File: src/rtte_pkg.sv
package rtte_pkg;

    localparam int FRAC_BITS = 5;
    localparam int SAMPLE_W  = 20;
    localparam int RTT_W     = SAMPLE_W + FRAC_BITS;
    localparam int TO_W      = RTT_W + 3;
    localparam int CNT_W     = 5;
    localparam int SECS_W    = 12;
    localparam int CLAMP_MS_W = 18;

    // seconds rounding: x = (t + 500 ms) >> (FRAC_BITS + 3), then x / 125
    localparam int SEC_X_W     = TO_W + 1 - FRAC_BITS - 3;
    localparam int RECIP_W     = 22;
    localparam int RECIP_SHIFT = 28;
    localparam logic [RECIP_W-1:0] RECIP_125 = 22'd2147484;
    localparam int PROD_W      = SEC_X_W + RECIP_W;

    localparam logic [RTT_W-1:0]  VAR_INIT     = RTT_W'(750 << FRAC_BITS);
    localparam logic [TO_W-1:0]   TO_INIT      = TO_W'(3000 << FRAC_BITS);
    localparam logic [TO_W:0]     HALF_SEC_Q   = (TO_W + 1)'(500 << FRAC_BITS);
    localparam logic [CNT_W-1:0]  RETRY_MAX    = 5'd16;
    localparam logic [SECS_W-1:0] SECS_SAT     = '1;

    localparam logic [1:0] ACT_NEW     = 2'd0;
    localparam logic [1:0] ACT_SAMPLE  = 2'd1;
    localparam logic [1:0] ACT_TIMEOUT = 2'd2;

    localparam logic [1:0] REG_MIN_TO = 2'd0;
    localparam logic [1:0] REG_MAX_TO = 2'd1;
    localparam logic [1:0] REG_LIMIT  = 2'd2;

    localparam logic [7:0] MIN_TO_RST = 8'd2;
    localparam logic [7:0] MAX_TO_RST = 8'd60;
    localparam logic [3:0] LIMIT_RST  = 4'd3;

    typedef struct packed {
        logic [1:0]          action;
        logic [SAMPLE_W-1:0] sample_ms;
    } in_item_t;

    typedef struct packed {
        logic [SECS_W-1:0] timeout_s;
        logic              give_up;
        logic [CNT_W-1:0]  retries;
    } out_item_t;

    typedef struct packed {
        logic [7:0] min_timeout_s;
        logic [7:0] max_timeout_s;
        logic [3:0] retransmit_limit;
    } cfg_t;

    typedef struct packed {
        logic [TO_W-1:0]  timeout_q;
        logic             give_up;
        logic [CNT_W-1:0] retries;
    } est_res_t;

endpackage

File: src/rtte_cfg_regs.sv
module rtte_cfg_regs (
    input  logic          clk,
    input  logic          rst_n,
    input  logic          wr_en,
    input  logic [1:0]    wr_index,
    input  logic [7:0]    wr_data,
    output rtte_pkg::cfg_t cfg
);
    import rtte_pkg::*;

    cfg_t cfg_reg;
    cfg_t cfg_next;

    always_comb
    begin
        cfg_next = cfg_reg;
        if (wr_en)
        begin
            unique case (wr_index)
                REG_MIN_TO: cfg_next.min_timeout_s    = wr_data;
                REG_MAX_TO: cfg_next.max_timeout_s    = wr_data;
                REG_LIMIT:  cfg_next.retransmit_limit = wr_data[3:0];
                default:    cfg_next = cfg_reg;
            endcase
        end
    end

    always_ff @(posedge clk or negedge rst_n)
    begin
        if (!rst_n)
        begin
            cfg_reg.min_timeout_s    <= MIN_TO_RST;
            cfg_reg.max_timeout_s    <= MAX_TO_RST;
            cfg_reg.retransmit_limit <= LIMIT_RST;
        end
        else
        begin
            cfg_reg <= cfg_next;
        end
    end

    assign cfg = cfg_reg;

endmodule

File: src/rtte_estimator.sv
module rtte_estimator (
    input  logic               clk,
    input  logic               rst_n,
    input  logic               upd,
    input  rtte_pkg::in_item_t item,
    input  rtte_pkg::cfg_t     cfg,
    output rtte_pkg::est_res_t res
);
    import rtte_pkg::*;

    logic [RTT_W-1:0] srtt_reg, srtt_next;
    logic [RTT_W-1:0] var_reg, var_next;
    logic [TO_W-1:0]  to_reg, to_next;
    logic [CNT_W-1:0] cnt_reg, cnt_next;
    logic             give_up;

    logic [CLAMP_MS_W-1:0] lo_ms, hi_ms;
    logic [TO_W-1:0]       lo_q, hi_q;

    logic [RTT_W-1:0]        s_q;
    logic signed [RTT_W+1:0] delta, delta_neg, diff, srtt_sum, var_sum;
    logic [RTT_W-1:0]        mag, srtt_smp, var_smp;
    logic [TO_W-1:0]         to_raw, to_smp, to_dbl, to_init;
    logic [CNT_W-1:0]        cnt_inc;

    function automatic logic [TO_W-1:0] clamp_to(
        input logic [TO_W-1:0] t,
        input logic [TO_W-1:0] lo,
        input logic [TO_W-1:0] hi
    );
        logic [TO_W-1:0] r;
        begin
            if (t < lo)
                r = lo;
            else if (t > hi)
                r = hi;
            else
                r = t;
            return r;
        end
    endfunction

    always_comb
    begin
        lo_ms = CLAMP_MS_W'(cfg.min_timeout_s) * CLAMP_MS_W'(1000);
        hi_ms = CLAMP_MS_W'(cfg.max_timeout_s) * CLAMP_MS_W'(1000);
        lo_q  = TO_W'(lo_ms) << FRAC_BITS;
        hi_q  = TO_W'(hi_ms) << FRAC_BITS;

        // sample update; arithmetic shifts give the floor for negative deltas
        s_q       = {item.sample_ms, {FRAC_BITS{1'b0}}};
        delta     = $signed({2'b00, s_q}) - $signed({2'b00, srtt_reg});
        delta_neg = -delta;
        mag       = delta[RTT_W] ? delta_neg[RTT_W-1:0] : delta[RTT_W-1:0];
        srtt_sum  = $signed({2'b00, srtt_reg}) + (delta >>> 3);
        diff      = $signed({2'b00, mag}) - $signed({2'b00, var_reg});
        var_sum   = $signed({2'b00, var_reg}) + (diff >>> 2);
        srtt_smp  = srtt_sum[RTT_W-1:0];
        var_smp   = var_sum[RTT_W-1:0];
        to_raw    = {3'b000, srtt_smp} + {1'b0, var_smp, 2'b00};
        to_smp    = clamp_to(to_raw, lo_q, hi_q);

        to_dbl  = to_reg[TO_W-1] ? {TO_W{1'b1}} : {to_reg[TO_W-2:0], 1'b0};
        to_init = clamp_to(TO_INIT, lo_q, hi_q);
        cnt_inc = (cnt_reg < RETRY_MAX) ? cnt_reg + 1'b1 : cnt_reg;
    end

    always_comb
    begin
        srtt_next = srtt_reg;
        var_next  = var_reg;
        to_next   = to_reg;
        cnt_next  = cnt_reg;
        give_up   = 1'b0;
        case (item.action)
            ACT_NEW:
            begin
                cnt_next = '0;
            end
            ACT_SAMPLE:
            begin
                srtt_next = srtt_smp;
                var_next  = var_smp;
                to_next   = to_smp;
            end
            ACT_TIMEOUT:
            begin
                cnt_next = cnt_inc;
                if (cnt_inc > {1'b0, cfg.retransmit_limit})
                begin
                    give_up   = 1'b1;
                    srtt_next = '0;
                    var_next  = VAR_INIT;
                    to_next   = to_init;
                end
                else
                begin
                    to_next = to_dbl;
                end
            end
            default:
            begin
                give_up = 1'b0;
            end
        endcase
    end

    always_ff @(posedge clk or negedge rst_n)
    begin
        if (!rst_n)
        begin
            srtt_reg <= '0;
            var_reg  <= VAR_INIT;
            to_reg   <= TO_INIT;
            cnt_reg  <= '0;
        end
        else if (upd)
        begin
            srtt_reg <= srtt_next;
            var_reg  <= var_next;
            to_reg   <= to_next;
            cnt_reg  <= cnt_next;
        end
    end

    assign res.timeout_q = to_next;
    assign res.give_up   = give_up;
    assign res.retries   = cnt_next;

    a_cnt_bound: assert property (@(posedge clk) disable iff (!rst_n)
        cnt_reg <= RETRY_MAX)
        else $error("retry count beyond saturation");

    a_giveup_reinit: assert property (@(posedge clk) disable iff (!rst_n)
        upd && give_up |=> srtt_reg == '0 && var_reg == VAR_INIT)
        else $error("estimator not reinitialized on give-up");

    a_new_clears: assert property (@(posedge clk) disable iff (!rst_n)
        upd && item.action == ACT_NEW |=> cnt_reg == '0)
        else $error("new packet did not clear retry count");

endmodule

File: src/rtte_sec_round.sv
module rtte_sec_round (
    input  logic [rtte_pkg::TO_W-1:0]   timeout_q,
    output logic [rtte_pkg::SECS_W-1:0] timeout_s
);
    import rtte_pkg::*;

    logic [TO_W:0]    x_full;
    logic [SEC_X_W-1:0] x;
    logic [PROD_W-1:0]  prod;
    logic [PROD_W-RECIP_SHIFT-1:0] q;

    // divide by 1000 ms in Q: shift out 8*2^F, then multiply by 1/125
    always_comb
    begin
        x_full = {1'b0, timeout_q} + HALF_SEC_Q;
        x      = x_full[TO_W:FRAC_BITS+3];
        prod   = PROD_W'(x) * PROD_W'(RECIP_125);
        q      = prod[PROD_W-1:RECIP_SHIFT];
        if (q > (PROD_W-RECIP_SHIFT)'(SECS_SAT))
            timeout_s = SECS_SAT;
        else
            timeout_s = q[SECS_W-1:0];
    end

endmodule

File: src/rtt_retransmit_timeout_estimator.sv
// A request waits in the input register until it advances; its result is then registered.
// Throughput: one request per cycle unless a stalled result holds it; the estimator update and
// seconds rounding sit in one register-to-register path between the input and result registers.
// Reset (rst_n, async, active low): no pending request, srtt 0, deviation 750 ms,
// timeout 3000 ms, retry count 0, limits min 2 s, max 60 s, retransmit limit 3.
module rtt_retransmit_timeout_estimator (
    input  logic                clk,
    input  logic                rst_n,
    input  logic                in_valid,
    output logic                in_stall,
    input  rtte_pkg::in_item_t  in_data,
    output logic                out_valid,
    input  logic                out_stall,
    output rtte_pkg::out_item_t out_data,
    input  logic                cfg_valid,
    output logic                cfg_ready,
    input  logic [1:0]          cfg_index,
    input  logic [7:0]          cfg_data
);
    import rtte_pkg::*;

    logic      in_vld_reg, in_vld_next;
    in_item_t  in_item_reg;
    logic      out_vld_reg, out_vld_next;
    out_item_t out_item_reg;
    logic      advance;
    logic      accept;
    cfg_t      cfg;
    est_res_t  res;
    logic [SECS_W-1:0] secs;

    assign cfg_ready = 1'b1;

    rtte_cfg_regs u_cfg (
        .clk      (clk),
        .rst_n    (rst_n),
        .wr_en    (cfg_valid && cfg_ready),
        .wr_index (cfg_index),
        .wr_data  (cfg_data),
        .cfg      (cfg)
    );

    rtte_estimator u_est (
        .clk   (clk),
        .rst_n (rst_n),
        .upd   (advance),
        .item  (in_item_reg),
        .cfg   (cfg),
        .res   (res)
    );

    rtte_sec_round u_round (
        .timeout_q (res.timeout_q),
        .timeout_s (secs)
    );

    assign advance  = in_vld_reg && (!out_vld_reg || !out_stall);
    assign in_stall = in_vld_reg && !advance;
    assign accept   = in_valid && !in_stall;

    always_comb
    begin
        if (accept)
            in_vld_next = 1'b1;
        else if (advance)
            in_vld_next = 1'b0;
        else
            in_vld_next = in_vld_reg;

        if (advance)
            out_vld_next = 1'b1;
        else if (!out_stall)
            out_vld_next = 1'b0;
        else
            out_vld_next = out_vld_reg;
    end

    always_ff @(posedge clk or negedge rst_n)
    begin
        if (!rst_n)
        begin
            in_vld_reg  <= 1'b0;
            out_vld_reg <= 1'b0;
        end
        else
        begin
            in_vld_reg  <= in_vld_next;
            out_vld_reg <= out_vld_next;
        end
    end

    always_ff @(posedge clk)
    begin
        if (accept)
            in_item_reg <= in_data;
        if (advance)
        begin
            out_item_reg.timeout_s <= secs;
            out_item_reg.give_up   <= res.give_up;
            out_item_reg.retries   <= res.retries;
        end
    end

    assign out_valid = out_vld_reg;
    assign out_data  = out_item_reg;

    a_stall_cause: assert property (@(posedge clk) disable iff (!rst_n)
        in_stall |-> in_vld_reg && out_vld_reg && out_stall)
        else $error("input stalled without a blocked result");

    a_advance_out: assert property (@(posedge clk) disable iff (!rst_n)
        advance |=> out_valid)
        else $error("processed request produced no result");

    a_giveup_count: assert property (@(posedge clk) disable iff (!rst_n)
        out_valid && out_data.give_up |-> out_data.retries != '0)
        else $error("give-up reported with zero retries");

endmodule

File: config.mk
export PLATFORM = sky130hd
export DESIGN_NAME = rtt_retransmit_timeout_estimator
export DESIGN_NICKNAME = d
export VERILOG_FILES = /design/src/rtte_pkg.sv /design/src/rtte_cfg_regs.sv /design/src/rtte_estimator.sv /design/src/rtte_sec_round.sv /design/src/rtt_retransmit_timeout_estimator.sv
export SDC_FILE = /design/constraint.sdc
export NUM_CORES = 1
export LEC_CHECK = 0
export ABC_AREA = 0
export BUFFER_PORTS_ARGS = -buffer_cell sky130_fd_sc_hd__buf_2
export CORE_MARGIN = 2
export CORE_UTILIZATION = 45
export CTS_CLUSTER_SIZE = 25
export DETAILED_ROUTE_END_ITERATION = 10
export HOLD_SLACK_MARGIN = 0.1
export PLACE_DENSITY = 0.64
export SYNTH_ARGS = -nofsm -noshare
export SYNTH_HDL_FRONTEND = slang
export SYNTH_SLANG_ARGS = --single-unit
File: constraint.sdc
create_clock -name clk -period 39.3 [get_ports clk]
set_input_delay 7.86 -clock clk [delete_from_list [all_inputs] [get_ports clk]]
set_output_delay 7.86 -clock clk [all_outputs]
set_load 0.1 [all_outputs]
==> results.py, run 1 <==
metrics = {
    "status": {
        "run_status": "finished clean",
    },
    "critical_path": {
        "worst-path-max-fanout": 17,
        "timing.setup.critical_path_class": "reg2reg",
        "cpMostUsedCell": "sky130_fd_sc_hd__ha_1",
        "critical_path.n_buffers_inverters": 4,
        "crit_arrival_ns": 21.02,
        "critPathCaptureType": "flip-flop",
        "critical_path_required_ns": 39.51,
        "critical_path.slowest_cell": "sky130_fd_sc_hd__nor4_1",
        "crit_family": "compound AO/OA/AOI/OAI gates",
        "max_stage_delay_ns": 1.00,
        "start_kind": "flip-flop",
    },
    "cells_and_area": {
        "final.fill_count": 4441,
        "layout.core_utilization_pct": 49.1,
        "fin_area_um2": 22900,
        "ff_latch_area_um2": 3850,
        "largest_register_ff_count": 28,
        "num-nets-final": 3030,
        "syn2layout_area_growth_pct": 7.03,
        "num_antenna_cells": 0,
        "area_of_the_multi_input_gates_um2": 16200,
        "final_layout_size_suffix_gt1_share_pct": 7.18,
    },
    "global_route": {
        "wire_length_of_the_first_global_routing_pass_um": 92900,
        "gr-total-overflow": 0,
        "grtUsageTotal_pct": 23.5,
        "grt_max_degree": 55,
        "antenna_found_initial": 0,
        "vias_in_the_first_global_route": 17838,
    },
    "sta": {
        "timing.final.setup_violations": 0,
        "fin_setup_tns_ns": 0,
        "timing.final.max_slew_violations": 0,
        "final_hold_viol_count": 0,
        "slew_headroom_pct": 21.3,
        "fin_skew_ns": 0.0117,
        "period_share_pct": 52.9,
        "achievable-frequency_ghz": 0.0481,
        "rsz0062_at_grt": "no",
        "timing_worst_slew_pin_value_ns": 1.17,
        "fin_crit_ns": 20.81,
    },
    "logic_synthesis": {
        "synth-seq-area-share_pct": 18.0,
        "main_combinational_cell_family_by_area_after_synthesis": "adder cells",
        "synth.distinct_cells": 92,
        "synth_async_sr_flop_share_pct": 72.4,
        "yosys_warnings": 0,
        "synth_xor_xnor_area_share_pct": 7.32,
        "syn_inst": 2404,
        "synth_compound_area_share_pct": 16.7,
        "flip_flop_cell_with_the_highest_count_after_synthesis": "sky130_fd_sc_hd__dfrtp_1",
        "synth_commonest_cells": "sky130_fd_sc_hd__ha_1 (402), sky130_fd_sc_hd__inv_1 (330), sky130_fd_sc_hd__nand2_1 (166), sky130_fd_sc_hd__o21ai_0 (150), sky130_fd_sc_hd__nor2_1 (143)",
        "syn-num-nets": 2981,
        "yosys.area_share.simple_pct": 13.4,
        "synth-adder-area-share_pct": 36.3,
        "synth_area_per_cell_um2": 8.92,
        "yosys-mux-area-fraction_pct": 1.55,
        "synth_edf_count": 40,
        "yosysTopAreaCell": "sky130_fd_sc_hd__ha_1",
        "yosysMostFrequentCell": "sky130_fd_sc_hd__ha_1",
        "synthesis.area_um2": 21400,
        "synth_top_area_share_pct": 23.5,
        "post_synth_main_area_contributors": "sky130_fd_sc_hd__ha_1 (23%), sky130_fd_sc_hd__fa_1 (13%), sky130_fd_sc_hd__dfrtp_1 (9.8%), sky130_fd_sc_hd__inv_1 (5.8%), sky130_fd_sc_hd__edfxtp_1 (5.6%)",
        "number_of_synthesized_register_bits": 145,
    },
    "hold_path": {
        "hp-class": "reg2reg",
    },
    "clocking": {
        "tritoncts.num_buffers": 17,
        "cts_root_buf": "sky130_fd_sc_hd__clkbuf_16",
        "clk_latency_ns": 0.47,
        "postCtsSetupRepairBufs": 0,
        "postCtsHoldBufs": 0,
        "clockBufferDepth": 2,
        "htree_levels": 4,
        "tritoncts_num_sinks": 145,
        "cts.clk_slew.worst_paths_ns": 0.06,
        "cts.repair.resized": 0,
        "cts_tree": "done",
    },
    "die": {
        "initial_utilization_pct": 45.9,
        "floorplan.rows": 79,
        "floorplan.die_area_um2": 49400,
        "floorplan.core_area_um2": 46800,
        "ios": 58,
        "overall_die_height_um": 222,
        "dieWidth_um": 222,
    },
    "detailed_routing": {
        "drt_first_pass_iters": 6,
        "avgRoutedWirePerCell_um": 18.3,
        "via_count": 17385,
        "via_per_inst": 5.66,
        "ant_nets": 0,
        "drt_first_iter_violations": 1145,
        "detail_route.drc_violations": 0,
        "route.final.wire_length_um": 56200,
    },
    "placement": {
        "finalWeightedCongestion": 0.907,
        "io_buf_count": 56,
        "postPlaceCellArea_um2": 22400,
        "dp_hpwl_um": 46500,
    },
    "flow_run": {
        "drv.max_cap_violation_count": 0,
    },
}
[per-layer routing]
| metal | vias to the layer above | global-route usage [%] | part of all wire, % |
|---|---|---|---|
| met3 | 62 | 3.11 | 4.3 |
| met5 | - | 0 | 0 |
| met1 | 8447 | 31.5 | 47 |
| met2 | 391 | 40.3 | 47 |
| li1 | 8485 | - | - |
| met4 | 0 | 5.14 | 1.5 |
[logic make-up (layout without fill, tap and decap cells)]
logic type | Yosys count | after routing
compound gates | 554 | 554
xor+xnor | 176 | 176
fa+ha+maj | 540 | 540
buf+inv | 373 | 435
flops | 145 | 145
mux | 31 | 31
other cells | 1 | 1
simple gates | 584 | 584
[area by class of cell]
type	count	area share, %
Clock buffer	21	1.92
Clock inverter	11	0.284
Inverter	331	5.41
Multi-Input combinational cell	1886	70.5
Sequential cell	145	16.8
Tap cell	607	3.31
Timing Repair Buffer	72	1.76
[tightest hold or removal path: stages (launching register included)]
cell	delay [ns]
sky130_fd_sc_hd__dfstp_2	0.38
sky130_fd_sc_hd__nand2_1	0.05
sky130_fd_sc_hd__nand2_1	0.04
[cell usage in the layout, fill, tap and decap left out, drive strengths merged, types with 9 or more instances in the layout]
| cell type | n |
|---|---|
| ha | 402 |
| or3 | 10 |
| buf | 72 |
| nand2b | 40 |
| mux2i | 13 |
| a21oi | 132 |
| o21a | 33 |
| a22o | 10 |
| dfstp | 21 |
| nand4 | 20 |
| nand2 | 166 |
| xor2 | 59 |
| xnor2 | 115 |
| nor2b | 31 |
| and2 | 11 |
| a31oi | 23 |
| nor4 | 9 |
| nor3 | 56 |
| o21bai | 15 |
| nor2 | 144 |
| dfrtp | 84 |
| a21o | 52 |
| o31ai | 13 |
| or2 | 13 |
| fa | 138 |
| inv | 331 |
| o21ai | 154 |
| a211oi | 22 |
| o211ai | 13 |
| and3 | 10 |
| mux2 | 18 |
| clkbuf | 21 |
| edfxtp | 40 |
| nand3 | 38 |
[final timing paths]
check / from / endpoint / slack [ns] / cells after the start
max reg2reg: u_est.srtt_reg[5] / out_data[14] / 18.49 / 80
min: u_est.to_reg[16] / u_est.to_reg[16] / 0.47 / 2
min in group asynchronous: rst_n / u_cfg.cfg[18] / 7.47 / 1
max in group asynchronous: rst_n / u_est.srtt_reg[13] / 30.58 / 2
min reg2reg: u_est.to_reg[16] / u_est.to_reg[16] / 0.47 / 2
max: u_est.srtt_reg[5] / out_data[14] / 18.49 / 80
[metrics by stage]
step	cells	hold slack, ns	setup WS, ns
after floorplan	2404	0.442	21.81
after global placement	3041	0.451	19.24
after detailed placement	3041	0.461	18.82
after CTS	3073	0.468	18.69
after global routing	3073	0.492	16.94
final	3073	0.470	18.49
Power of run 1 is not shown: default switching activity piles up to over one toggle a cycle in this logic, so the estimate is an artifact.
==> inputs of run 2 (changes only) <==
ABC_AREA = 1   (was 0)
PLACE_DENSITY = 0.66   (was 0.64)
clock period = 17 ns   (was 39.3 ns; I/O delays follow)
==> results.py, run 2 <==
metrics = {
    "clocking": {
        "htree_levels": 4,
        "cts.clk_slew.worst_paths_ns": 0.06,
        "clk_latency_ns": 0.49,
        "postCtsHoldBufs": 0,
        "cts_tree": "done",
        "clockBufferDepth": 2,
        "cts_root_buf": "sky130_fd_sc_hd__clkbuf_16",
        "tritoncts_num_sinks": 145,
        "tritoncts.num_buffers": 17,
    },
    "die": {
        "ios": 58,
        "dieWidth_um": 229,
        "floorplan.rows": 82,
        "floorplan.core_area_um2": 50100,
        "overall_die_height_um": 229,
        "floorplan.die_area_um2": 52500,
        "initial_utilization_pct": 45.6,
    },
    "logic_synthesis": {
        "main_combinational_cell_family_by_area_after_synthesis": "adder cells",
        "synth-adder-area-share_pct": 34.2,
        "post_synth_main_area_contributors": "sky130_fd_sc_hd__ha_1 (22%), sky130_fd_sc_hd__fa_1 (12%), sky130_fd_sc_hd__nand2_1 (9.7%), sky130_fd_sc_hd__inv_1 (9.4%), sky130_fd_sc_hd__dfrtp_1 (9.2%)",
        "synth_top_area_share_pct": 22.0,
        "synth_xor_xnor_area_share_pct": 7.09,
        "synth_compound_area_share_pct": 12.4,
        "synth-seq-area-share_pct": 16.9,
        "yosys-mux-area-fraction_pct": 0,
        "synth_async_sr_flop_share_pct": 72.4,
        "syn-num-nets": 3548,
        "flip_flop_cell_with_the_highest_count_after_synthesis": "sky130_fd_sc_hd__dfrtp_1",
        "yosys_warnings": 0,
        "yosys.area_share.simple_pct": 18.9,
        "yosysTopAreaCell": "sky130_fd_sc_hd__ha_1",
        "synth_edf_count": 40,
        "synthesis.area_um2": 22800,
        "syn_inst": 2971,
        "number_of_synthesized_register_bits": 145,
        "synth_area_per_cell_um2": 7.68,
        "synth.distinct_cells": 66,
        "synth_commonest_cells": "sky130_fd_sc_hd__nand2_1 (587), sky130_fd_sc_hd__inv_1 (571), sky130_fd_sc_hd__ha_1 (402), sky130_fd_sc_hd__a21oi_1 (212), sky130_fd_sc_hd__nor2_1 (144)",
        "yosysMostFrequentCell": "sky130_fd_sc_hd__nand2_1",
    },
    "cells_and_area": {
        "fin_area_um2": 24800,
        "mostFrequentLayoutCells": "sky130_fd_sc_hd__nand2_1 (585), sky130_fd_sc_hd__inv_1 (570), sky130_fd_sc_hd__ha_1 (400)",
        "num_antenna_cells": 0,
        "layout.core_utilization_pct": 49.4,
        "num-nets-final": 3623,
        "final_layout_size_suffix_gt1_share_pct": 9.06,
        "area_of_the_multi_input_gates_um2": 16700,
        "layout.cells.most_common": "sky130_fd_sc_hd__nand2_1",
        "final.fill_count": 5009,
        "fin_cells": 3731,
        "ff_latch_area_um2": 3850,
        "largest_register_ff_count": 28,
        "syn2layout_area_growth_pct": 8.48,
    },
    "global_route": {
        "wire_length_of_the_first_global_routing_pass_um": 101000,
        "grtUsageTotal_pct": 23.7,
        "grt_max_degree": 56,
        "antenna_found_initial": 0,
        "vias_in_the_first_global_route": 19997,
        "gr-total-overflow": 0,
    },
    "critical_path": {
        "critical_path_required_ns": 17.21,
        "start_kind": "flip-flop",
        "rrSetupSlack_ns": 1.32,
        "timing.setup.critical_path_class": "reg2reg",
        "worst_r2r_startpoint": "in_item_reg[1]",
        "logic_depth_of_the_worst_register_to_register_path": 94,
        "crit_arrival_ns": 15.89,
        "cpMostUsedCell": "sky130_fd_sc_hd__nand2_1",
        "critPathCaptureType": "flip-flop",
        "worst-path-max-fanout": 20,
        "critical_path.slowest_cell": "sky130_fd_sc_hd__fa_1",
        "crit-reg2reg-capture": "out_data[17]",
        "max_stage_delay_ns": 0.55,
    },
    "sta": {
        "worst_slack_ns": 1.32,
        "final_hold_viol_count": 0,
        "timing.final.max_slew_violations": 0,
        "timing.final.setup_violations": 0,
        "achievable-frequency_ghz": 0.0638,
        "period_share_pct": 92.2,
        "fin_crit_ns": 15.68,
        "slew_headroom_pct": 21.9,
        "fin_skew_ns": 0.0140,
        "timing_worst_slew_pin_value_ns": 1.17,
    },
    "placement": {
        "pre_cts_setup_slack_ns": 0.399,
        "io_buf_count": 56,
        "dpl.cell_count": 3680,
        "dp_hpwl_um": 49700,
        "finalWeightedCongestion": 0.931,
        "postPlaceCellArea_um2": 23900,
    },
    "detailed_routing": {
        "detail_route.drc_violations": 0,
        "via_count": 19456,
        "route.final.wire_length_um": 60200,
        "route.layer.met1.wl_um": 28300,
        "avgRoutedWirePerCell_um": 16.1,
        "met3WireLength_um": 2390,
        "drt_first_iter_violations": 970,
        "via_per_inst": 5.21,
        "met2_length_um": 28400,
        "drt_first_pass_iters": 5,
        "ant_nets": 0,
        "highest-signal-layer": "met4",
    },
    "hold_path": {
        "hp-class": "reg2reg",
        "hold_depth": 2,
        "worstHoldStart": "in_vld_reg",
        "min_to": "out_valid",
    },
    "status": {
        "run_status": "finished clean",
    },
    "flow_run": {
        "drv.max_cap_violation_count": 0,
    },
}
-- run 2: changes by cell type in the layout (fill, tap and decap cells not counted), moves of 33 or more --
| cell | previous run | this run |
|---|---|---|
| sky130_fd_sc_hd__a21o_1 | 52 | 13 |
| sky130_fd_sc_hd__a21oi_1 | 129 | 210 |
| sky130_fd_sc_hd__xnor2_1 | 115 | 51 |
| sky130_fd_sc_hd__nor3_1 | 53 | 20 |
| sky130_fd_sc_hd__nand3_1 | 38 | 107 |
| sky130_fd_sc_hd__inv_1 | 330 | 570 |
| sky130_fd_sc_hd__nand2b_1 | 40 | 0 |
| sky130_fd_sc_hd__xor2_1 | 59 | 121 |
| sky130_fd_sc_hd__nand2_1 | 166 | 585 |
-- run 2: what timing repair did --
| item | 4_1_cts | 5_1_grt |
|---|---|---|
| endpoints found under the setup margin | 0 | 12 |
| setup buffers | 0 | 17 |
| gates resized for setup | 0 | 42 |
-- run 2: cells by family (layout without fill, tap and decap cells) --
kind of cell,Yosys count,after routing
AOI/OAI and AO/OA,499,499
xor gates and xnor gates,183,183
adders and majority gates,540,540
buffers and inverters,631,717
DFF,145,145
other,1,1
and+or+nand+nor,972,974
-- run 2: worst max-delay path: cells and delay by family (launching register included) --
family | cells | cell delay, ns
xor+xnor | 6 | 1.28
flops | 1 | 0.38
buf+inv | 11 | 1.19
fa+ha+maj | 13 | 4.74
simple gates | 41 | 3.62
compound gates | 23 | 4.13
-- run 2: how the worst max path moves through the flow --
stage,from,endpoint,slack (ns),cells after the start
after floorplan,u_est.srtt_reg[2],out_data[7],2.20,99
after global placement,u_est.srtt_reg[2],out_data[17],0.59,96
after detailed placement,in_item_reg[1],out_data[17],0.40,95
after CTS,in_item_reg[1],out_data[17],0.35,95
after global routing,u_est.srtt_reg[2],out_data[17],-0.05,101
final,in_item_reg[1],out_data[17],1.32,94
-- run 2: area by class of cell --
class,instances,area share [%]
Timing Repair Buffer,92,2.28
Clock inverter,11,0.324
Sequential cell,145,15.6
Multi-Input combinational cell,2197,67.6
Tap cell,672,3.40
Clock buffer,21,1.78
Inverter,593,9.01
-- run 2: per-stage QoR --
step	setup TNS, ns	hold slack [ns]
after floorplan	0	0.434
final	0	0.473
after detailed placement	0	0.460
after global routing	-0.445	0.505
after global placement	0	0.450
after CTS	0	0.476
-- run 2: routing by layer --
metal	GRT usage, %	vias up
li1	-	9781
met1	31.8	9203
met2	40.6	410
met3	2.73	62
met4	6.23	0
met5	0	-
Power of run 2 is left out for the same reason.
